$ cat src/hw/rtl/ipsl_pkg.sv
// Package for the incremental PI speed loop: widths, codes, register map and types.
// Used by the channel interfaces, the register block, the core and the top level.
// Has no dependencies of its own.
package ipsl_pkg;

	// Field and datapath widths.
	localparam int SpeedW = 16;
	localparam int GainW  = 16;
	localparam int ErrW   = SpeedW + 1;
	localparam int DeltaW = ErrW + 1;
	localparam int DriveW = 11;
	localparam int FracW  = 12;
	localparam int ProdCW = GainW + 1 + DeltaW;
	localparam int ProdEW = GainW + 1 + ErrW;
	localparam int SumW   = ProdCW + 2;
	localparam int QuotW  = SumW - FracW;

	// Configuration port geometry.
	localparam int DataW = 32;
	localparam int AddrW = 3;

	// Register indexes, taken from paddr[2].
	localparam logic RegErrorGain  = 1'b0;
	localparam logic RegChangeGain = 1'b1;

	typedef logic signed [SpeedW-1:0] speed_t;
	typedef logic signed [ErrW-1:0]   err_t;
	typedef logic signed [DriveW-1:0] drive_t;
	typedef logic [GainW-1:0]         gain_t;

	// Register reset values: 0.6 and 0.3 in unsigned Q4.12.
	localparam gain_t ErrorGainReset  = gain_t'(2458);
	localparam gain_t ChangeGainReset = gain_t'(1229);

	// Output saturation limits.
	localparam drive_t DriveMax = drive_t'(999);
	localparam drive_t DriveMin = drive_t'(-999);

	// Request operation codes.
	typedef enum logic {
		OpStep  = 1'b0,
		OpClear = 1'b1
	} op_t;

	// Gains handed from the register block to the core.
	typedef struct packed {
		gain_t error_gain;
		gain_t change_gain;
	} gains_t;

endpackage

$ cat src/hw/rtl/ipsl_step_if.sv
// Input channel of the speed loop: one request is a step or a clear with two speeds.
// Depends on ipsl_pkg for the payload types.
interface ipsl_step_if;
	logic            valid;
	logic            ready;
	ipsl_pkg::op_t    operation;
	ipsl_pkg::speed_t target_speed;
	ipsl_pkg::speed_t measured_speed;

	modport source (output valid, output operation, output target_speed,
		output measured_speed, input ready);
	modport sink (input valid, input operation, input target_speed,
		input measured_speed, output ready);
endinterface

$ cat src/hw/rtl/ipsl_drive_if.sv
// Output channel of the speed loop: one request carries the clamped drive value.
// Depends on ipsl_pkg for the payload type.
interface ipsl_drive_if;
	logic             valid;
	logic             ready;
	ipsl_pkg::drive_t drive;

	modport source (output valid, output drive, input ready);
	modport sink (input valid, input drive, output ready);
endinterface

$ cat src/hw/rtl/ipsl_regs.sv
// APB-style register block holding the two loop gains.
// Depends on ipsl_pkg for the register map and the gains struct.
module ipsl_regs (
	input  logic                         clk,
	input  logic                         arst_n,
	input  logic                         psel,
	input  logic                         penable,
	input  logic                         pwrite,
	input  logic [ipsl_pkg::AddrW-1:0]   paddr,
	input  logic [ipsl_pkg::DataW-1:0]   pwdata,
	output logic [ipsl_pkg::DataW-1:0]   prdata,
	output logic                         pready,
	output ipsl_pkg::gains_t             gains
);
	import ipsl_pkg::*;

	gain_t error_gain_q;
	gain_t change_gain_q;
	logic  wr_en;

	assign pready = 1'b1;
	assign wr_en  = psel && penable && pwrite && pready;

	// Register writes; the byte offset within a word is ignored.
	always_ff @(posedge clk or negedge arst_n) begin
		if (!arst_n) begin
			error_gain_q  <= ErrorGainReset;
			change_gain_q <= ChangeGainReset;
		end else if (wr_en) begin
			unique case (paddr[2])
				RegErrorGain:  error_gain_q  <= pwdata[GainW-1:0];
				RegChangeGain: change_gain_q <= pwdata[GainW-1:0];
				default: ;
			endcase
		end
	end

	// Read data follows the addressed register.
	always_comb begin
		unique case (paddr[2])
			RegErrorGain:  prdata = DataW'(error_gain_q);
			RegChangeGain: prdata = DataW'(change_gain_q);
			default:       prdata = '0;
		endcase
	end

	assign gains.error_gain  = error_gain_q;
	assign gains.change_gain = change_gain_q;
endmodule

$ cat src/hw/rtl/ipsl_core.sv
// Core of the speed loop: input register, combinational PI update with state, result register.
// Depends on ipsl_pkg and the two channel interfaces.
module ipsl_core (
	input  logic             clk,
	input  logic             arst_n,
	input  ipsl_pkg::gains_t gains,
	ipsl_step_if.sink        step,
	ipsl_drive_if.source     result
);
	import ipsl_pkg::*;

	// Input stage.
	logic   valid_s1;
	op_t    op_s1;
	speed_t target_s1;
	speed_t measured_s1;

	// Loop state.
	drive_t control_q;
	err_t   prev_err_q;

	// Result stage.
	logic   valid_s2;
	drive_t drive_s2;

	// Update datapath.
	err_t                     err;
	logic signed [DeltaW-1:0] delta;
	logic signed [ProdCW-1:0] prod_c;
	logic signed [ProdEW-1:0] prod_e;
	logic signed [SumW-1:0]   sum;
	logic signed [QuotW-1:0]  quot;
	drive_t                   next_control;
	err_t                     next_err;
	logic                     advance;

	localparam logic signed [QuotW-1:0] QuotMax = QuotW'(DriveMax);
	localparam logic signed [QuotW-1:0] QuotMin = QuotW'(DriveMin);

	// The input stage moves on whenever the result stage is empty or being drained.
	assign advance    = valid_s1 && (!valid_s2 || result.ready);
	assign step.ready = !valid_s1 || advance;

	always_ff @(posedge clk or negedge arst_n) begin
		if (!arst_n) begin
			valid_s1 <= 1'b0;
		end else if (step.ready) begin
			valid_s1 <= step.valid;
		end
	end

	always_ff @(posedge clk) begin
		if (step.valid && step.ready) begin
			op_s1       <= step.operation;
			target_s1   <= step.target_speed;
			measured_s1 <= step.measured_speed;
		end
	end

	// Error, its change, and the two gain products.
	always_comb begin
		err    = ErrW'(target_s1) - ErrW'(measured_s1);
		delta  = DeltaW'(err) - DeltaW'(prev_err_q);
		prod_c = $signed({1'b0, gains.change_gain}) * delta;
		prod_e = $signed({1'b0, gains.error_gain}) * err;
		sum    = (SumW'(control_q) <<< FracW) + SumW'(prod_c) + SumW'(prod_e);
	end

	// Scale down with truncation toward zero, then saturate; a clear forces both state values to zero.
	always_comb begin
		quot = QuotW'(sum >>> FracW);
		if (sum[SumW-1] && (sum[FracW-1:0] != '0)) begin
			quot = quot + QuotW'(1);
		end
		if (quot > QuotMax) begin
			next_control = DriveMax;
		end else if (quot < QuotMin) begin
			next_control = DriveMin;
		end else begin
			next_control = DriveW'(quot);
		end
		next_err = err;
		if (op_s1 == OpClear) begin
			next_control = '0;
			next_err     = '0;
		end
	end

	// State and result update, one item per cycle while the result stage is not stalled.
	always_ff @(posedge clk or negedge arst_n) begin
		if (!arst_n) begin
			control_q  <= '0;
			prev_err_q <= '0;
			valid_s2   <= 1'b0;
		end else begin
			if (advance) begin
				control_q  <= next_control;
				prev_err_q <= next_err;
				valid_s2   <= 1'b1;
			end else if (result.ready) begin
				valid_s2 <= 1'b0;
			end
		end
	end

	always_ff @(posedge clk) begin
		if (advance) begin
			drive_s2 <= next_control;
		end
	end

	assign result.valid = valid_s2;
	assign result.drive = drive_s2;
endmodule

$ cat src/hw/rtl/incremental_pi_speed_loop_top.sv
// Top level of the incremental PI speed loop for one motor channel.
// Depends on ipsl_pkg, ipsl_step_if, ipsl_drive_if, ipsl_regs and ipsl_core.
//
//   channel  direction  handshake        payload
//   step     in         valid/ready      operation, target_speed, measured_speed
//   result   out        valid/ready      drive
//   apb      in         psel/penable     error_gain at 0x0, change_gain at 0x4
//
// A request is taken into the input register and its drive value then lands in the output
// register once that register is free or being drained; one request can be taken every
// cycle while the result is not stalled.
// The PI update, its two gain multiplies and the clamp are combinational between the two
// registers, as the control value and previous error feed back into the next request.
// Reset clears both state values and loads the default gains; no clearing pass.
// A stalled result holds in the output register while the input register still fills.
module incremental_pi_speed_loop_top (
	input  logic                       clk,
	input  logic                       arst_n,
	input  logic                       psel,
	input  logic                       penable,
	input  logic                       pwrite,
	input  logic [ipsl_pkg::AddrW-1:0] paddr,
	input  logic [ipsl_pkg::DataW-1:0] pwdata,
	output logic [ipsl_pkg::DataW-1:0] prdata,
	output logic                       pready,
	ipsl_step_if.sink                  step,
	ipsl_drive_if.source               result
);
	import ipsl_pkg::*;

	gains_t gains;

	// Gain registers.
	ipsl_regs u_regs (
		.clk     (clk),
		.arst_n  (arst_n),
		.psel    (psel),
		.penable (penable),
		.pwrite  (pwrite),
		.paddr   (paddr),
		.pwdata  (pwdata),
		.prdata  (prdata),
		.pready  (pready),
		.gains   (gains)
	);

	// Control datapath.
	ipsl_core u_core (
		.clk    (clk),
		.arst_n (arst_n),
		.gains  (gains),
		.step   (step),
		.result (result)
	);
endmodule

$ cat src/flat_wrapper.sv
// flat-port wrapper written by rule: the top's interface ports become plain ports
module incremental_pi_speed_loop_top_flat import ipsl_pkg::*;
  (clk, arst_n, psel, penable, pwrite, paddr, pwdata, prdata, pready, step_valid, step_operation, step_target_speed, step_measured_speed, step_ready, result_valid, result_drive, result_ready);
  ipsl_step_if step_i ();
  ipsl_drive_if result_i ();
  input  logic clk;
  input  logic arst_n;
  input  logic psel;
  input  logic penable;
  input  logic pwrite;
  input  logic [ipsl_pkg::AddrW-1:0] paddr;
  input  logic [ipsl_pkg::DataW-1:0] pwdata;
  output logic [ipsl_pkg::DataW-1:0] prdata;
  output logic pready;
  input wire logic [$bits(step_i.valid)-1:0] step_valid;
  input wire logic [$bits(step_i.operation)-1:0] step_operation;
  input wire logic [$bits(step_i.target_speed)-1:0] step_target_speed;
  input wire logic [$bits(step_i.measured_speed)-1:0] step_measured_speed;
  output wire logic [$bits(step_i.ready)-1:0] step_ready;
  output wire logic [$bits(result_i.valid)-1:0] result_valid;
  output wire logic [$bits(result_i.drive)-1:0] result_drive;
  input wire logic [$bits(result_i.ready)-1:0] result_ready;
  assign step_i.valid = step_valid;
  assign step_i.operation = step_operation;
  assign step_i.target_speed = step_target_speed;
  assign step_i.measured_speed = step_measured_speed;
  assign step_ready = step_i.ready;
  assign result_valid = result_i.valid;
  assign result_drive = result_i.drive;
  assign result_i.ready = result_ready;
  incremental_pi_speed_loop_top u_core (.clk(clk), .arst_n(arst_n), .psel(psel), .penable(penable), .pwrite(pwrite), .paddr(paddr), .pwdata(pwdata), .prdata(prdata), .pready(pready), .step(step_i), .result(result_i));
endmodule
$ cat config.mk
export PLATFORM = sky130hd
export DESIGN_NAME = incremental_pi_speed_loop_top_flat
export DESIGN_NICKNAME = d
export VERILOG_FILES = /design/src/hw/rtl/ipsl_pkg.sv /design/src/hw/rtl/ipsl_step_if.sv /design/src/hw/rtl/ipsl_drive_if.sv /design/src/hw/rtl/ipsl_regs.sv /design/src/hw/rtl/ipsl_core.sv /design/src/hw/rtl/incremental_pi_speed_loop_top.sv /design/src/flat_wrapper.sv
export SDC_FILE = /design/constraint.sdc
export NUM_CORES = 2
export LEC_CHECK = 0
export BUFFER_PORTS_ARGS = -buffer_cell sky130_fd_sc_hd__buf_4
export CAP_MARGIN = 20
export CELL_PAD_IN_SITES_DETAIL_PLACEMENT = 1
export CELL_PAD_IN_SITES_GLOBAL_PLACEMENT = 2
export CORE_MARGIN = 3
export CORE_UTILIZATION = 38
export CTS_CLUSTER_DIAMETER = 150
export CTS_CLUSTER_SIZE = 8
export DETAILED_ROUTE_END_ITERATION = 12
export GPL_ROUTABILITY_DRIVEN = 0
export PLACE_DENSITY = 0.79
export SLEW_MARGIN = 20
export SYNTH_ARGS = -nofsm -noshare
export SYNTH_HDL_FRONTEND = slang
export SYNTH_SLANG_ARGS = --single-unit
$ cat constraint.sdc
create_clock -name clk -period 12.7 [get_ports clk]
set_clock_uncertainty 0.2 [all_clocks]
set_input_delay 2.54 -clock clk [delete_from_list [all_inputs] [get_ports clk]]
set_output_delay 2.54 -clock clk [all_outputs]
set_load 0.01 [all_outputs]
==> out/qor.txt <==
outcome: finished, violations left
violated checks: negative setup slack
most common cell in the netlist: inv_1
post-synthesis area per instance: 9.30 um2
f_max: 77.6 MHz
max-cap violations: 0
Post-Syn Area: 29500 um2
WL final: 96100 um
share of layout cells above drive strength 1: 21.4%
Yosys reg bits: 106
Worst EP arrival: 12.94 ns
# diodes: 0
chip width: 285 um
type of the worst setup path: reg -> reg
TritonCTS Buffers: 9
largest area contributor in the netlist: fa_1
Initial Util: 38.6%
DRT antenna net count: 0
Nets: 4432
Async SR Flop Fraction: 58.5%
TritonCTS clock tree: yes
metal2 WL: 48900 um
CTS root buf: clkbuf_16
RSZ-0062 raised after global routing: true
Max Root-Sink Buffers: 2
Top Layer Used: met5
final hold viol count: 0
final worst setup slack: -0.182 ns
DRT Pass-1 Iters: 7
die height: 285 um
hold slack final: 0.309 ns
Area growth, synth to finish: 19.4%
pin count of the biggest net entering global routing: 63
CP required: 12.76 ns
H-tree Lvls: 3
Die Area: 81100 um2
clock latency at the later pin of the worst-skew pair: 0.41 ns
DP Wirelength: 78700 um
Most used DFF post-synth: dfrtp_1
Worst Tran Pin Value: 1.18 ns
post-synthesis sequential area ratio: 9.78%
CP Capture Type: register
IO Pins: 121
dpl ws: -1.02 ns
WL/cell: 21.1 um
Synth area leaders: fa_1 41%, ha_1 10%, inv_1 8.9%, and2_1 4.9%, nand2_1 4.5%
Crit path top cell by count: fa_1
post-route cell area: 35200 um2
nature of the critical path startpoint: register
Tcrit/Tclk final: 101%
GR Overflow Total: 0
top cell type's share of synthesized area: 41.3%
Met1 Wirelength: 40100 um
multi-input combinational cell area: 24300 um2
CTS sink count: 106
Critical Path Fanout Max: 8
port buffer count: 85
core area: 76500 um2
hold crit path type: reg -> reg
Mapped Cells: 3173
Post-synth top cells: 703 x inv_1, 609 x fa_1, 357 x nand2_1
CP peak stage delay: 0.54 ns
WL met3: 3780 um
FP Rows: 101
Slew Limit Headroom: 21.6%
Slowest-stage cell, CP: fa_1
Buffers & Inverters on Critical Path: 14
GRT Overall Usage: 24.1%
Ys Warns: 0
Post-DP Area: 33600 um2
Slew Viols, Final: 0
Worst-path clk slew: 0.09 ns
fill count: 8704
vias in the first global route: 27400
first-pass GRT wire length: 153000 um
EDFF count, synth: 44
Vias/cell: 5.17
initial drt markers: 1258
DRC: 0
Crit path max-delay family: adder cells
Vias: 23500
FF+latch area: 2890 um2
initial antenna violation count: 2
Setup-failing EPs final: 19
Distinct cells, synth: 87
Final min period: 12.88 ns
-- final timing paths --
path                                               from                           to  slack [ns]  depth (start not counted)
hold / removal                   u_core.u_core.valid_s1   u_core.u_core.result.valid        0.31                          1
hold reg to reg                  u_core.u_core.valid_s1   u_core.u_core.result.valid        0.31                          1
max in group asynchronous                        arst_n  u_core.u_core.prev_err_q[3]        9.50                          1
setup reg to reg           u_core.u_core.measured_s1[0]   u_core.u_core.control_q[5]       -0.18                         56
min in group asynchronous                        arst_n  u_core.u_core.control_q[10]        2.10                          1
setup / recovery           u_core.u_core.measured_s1[0]   u_core.u_core.control_q[5]       -0.18                         56
-- routing by layer --
metal	global-route usage, %	up-vias
met5	0	-
met4	7.78	2
met3	3.12	149
met2	42.3	489
met1	30.7	12500
li1	-	10400
-- worst reg2reg max path, delay by kind of cell (launching register included) --
kind,cells,cell delay [ns]
adders and majority gates,12,4.97
AOI/OAI and AO/OA,18,3.19
and+or+nand+nor,11,2.08
buffers and inverters,14,1.69
DFF,1,0.38
xor gates and xnor gates,1,0.23
-- placed cells by master, fill, tap and decap left out, drive strengths merged, types with 8 or more instances in the layout --
master and instances:
nand4 21, or4b 9, ha 236, nor4 10, inv 706, fa 609, o21bai 9, or3 11
or2 22, and3 13, a311oi 10, nor2 70, o31ai 12, nand2b 17, buf 473, a21oi 60
conb 17, and2 233, a31oi 21, nor3 23, nand2 357, nor4b 8, clkbuf 10, dfrtp 50
edfxtp 44, o211ai 12, a21boi 12, a21o 19, xor2 18, nor2b 63, nand3b 9, mux2 51
o21ai 61, nand4b 9, xnor2 38, dfstp 12, a211oi 17, nand3 49
-- repair_timing --
action | CTS | global route
gates cloned | 2 | 0
endpoints found under the setup margin | 22 | 22
pin swaps | 72 | 57
gates resized for setup | 143 | 67
hold buffers | 0 | 0
buffers inserted | 26 | 15
endpoints found under the hold margin | 0 | 0
-- metrics by stage --
step | TNS [ns] | std cells | util, %
global placement | -14.72 | 4488 | 43.9
finish | -1.90 | 4547 | 46.1
CTS | -0.262 | 4532 | 45.5
detailed placement | -20.01 | 4488 | 43.9
floorplan | 0 | 3188 | -
global route | -13.26 | 4547 | 46.1
-- registers in the layout, summed over array words and instances, names as in the netlist --
signal and count:
u_core.u_core.control_q 11, u_core.u_regs.error_gain_q 16, u_core.u_core.measured_s1 16, u_core.u_core.result.drive 11
u_core.u_core.valid_s1 1, u_core.u_core.result.valid 1, u_core.u_regs.change_gain_q 16, u_core.u_core.prev_err_q 17
u_core.u_core.target_s1 16, u_core.u_core.op_s1 1
-- kinds of logic (layout without fill, tap and decap cells) --
logic type      after synthesis  after routing  synth area share [%]
flops                       106            106                  9.78
xor+xnor                     56             56                  1.66
compound gates              299            299                  7.20
other cells                   2             17                0.0254
buf+inv                     865           1194                  11.3
fa+ha+maj                   845            845                  51.3
simple gates                943            943                  16.5
mux                          57             57                  2.15
-- cell type report --
type	instances	share of cell area, %
Clock buffer	9	0.639
Multi-Input combinational cell	2217	69.0
Inverter	703	7.49
Tap cell	1030	3.66
Sequential cell	106	8.20
Timing Repair Buffer	475	10.8
Clock inverter	7	0.224
Power is left out: the tool's default activity adds up to more than one toggle a clock period on the data nets, which glitch-free logic cannot reach.
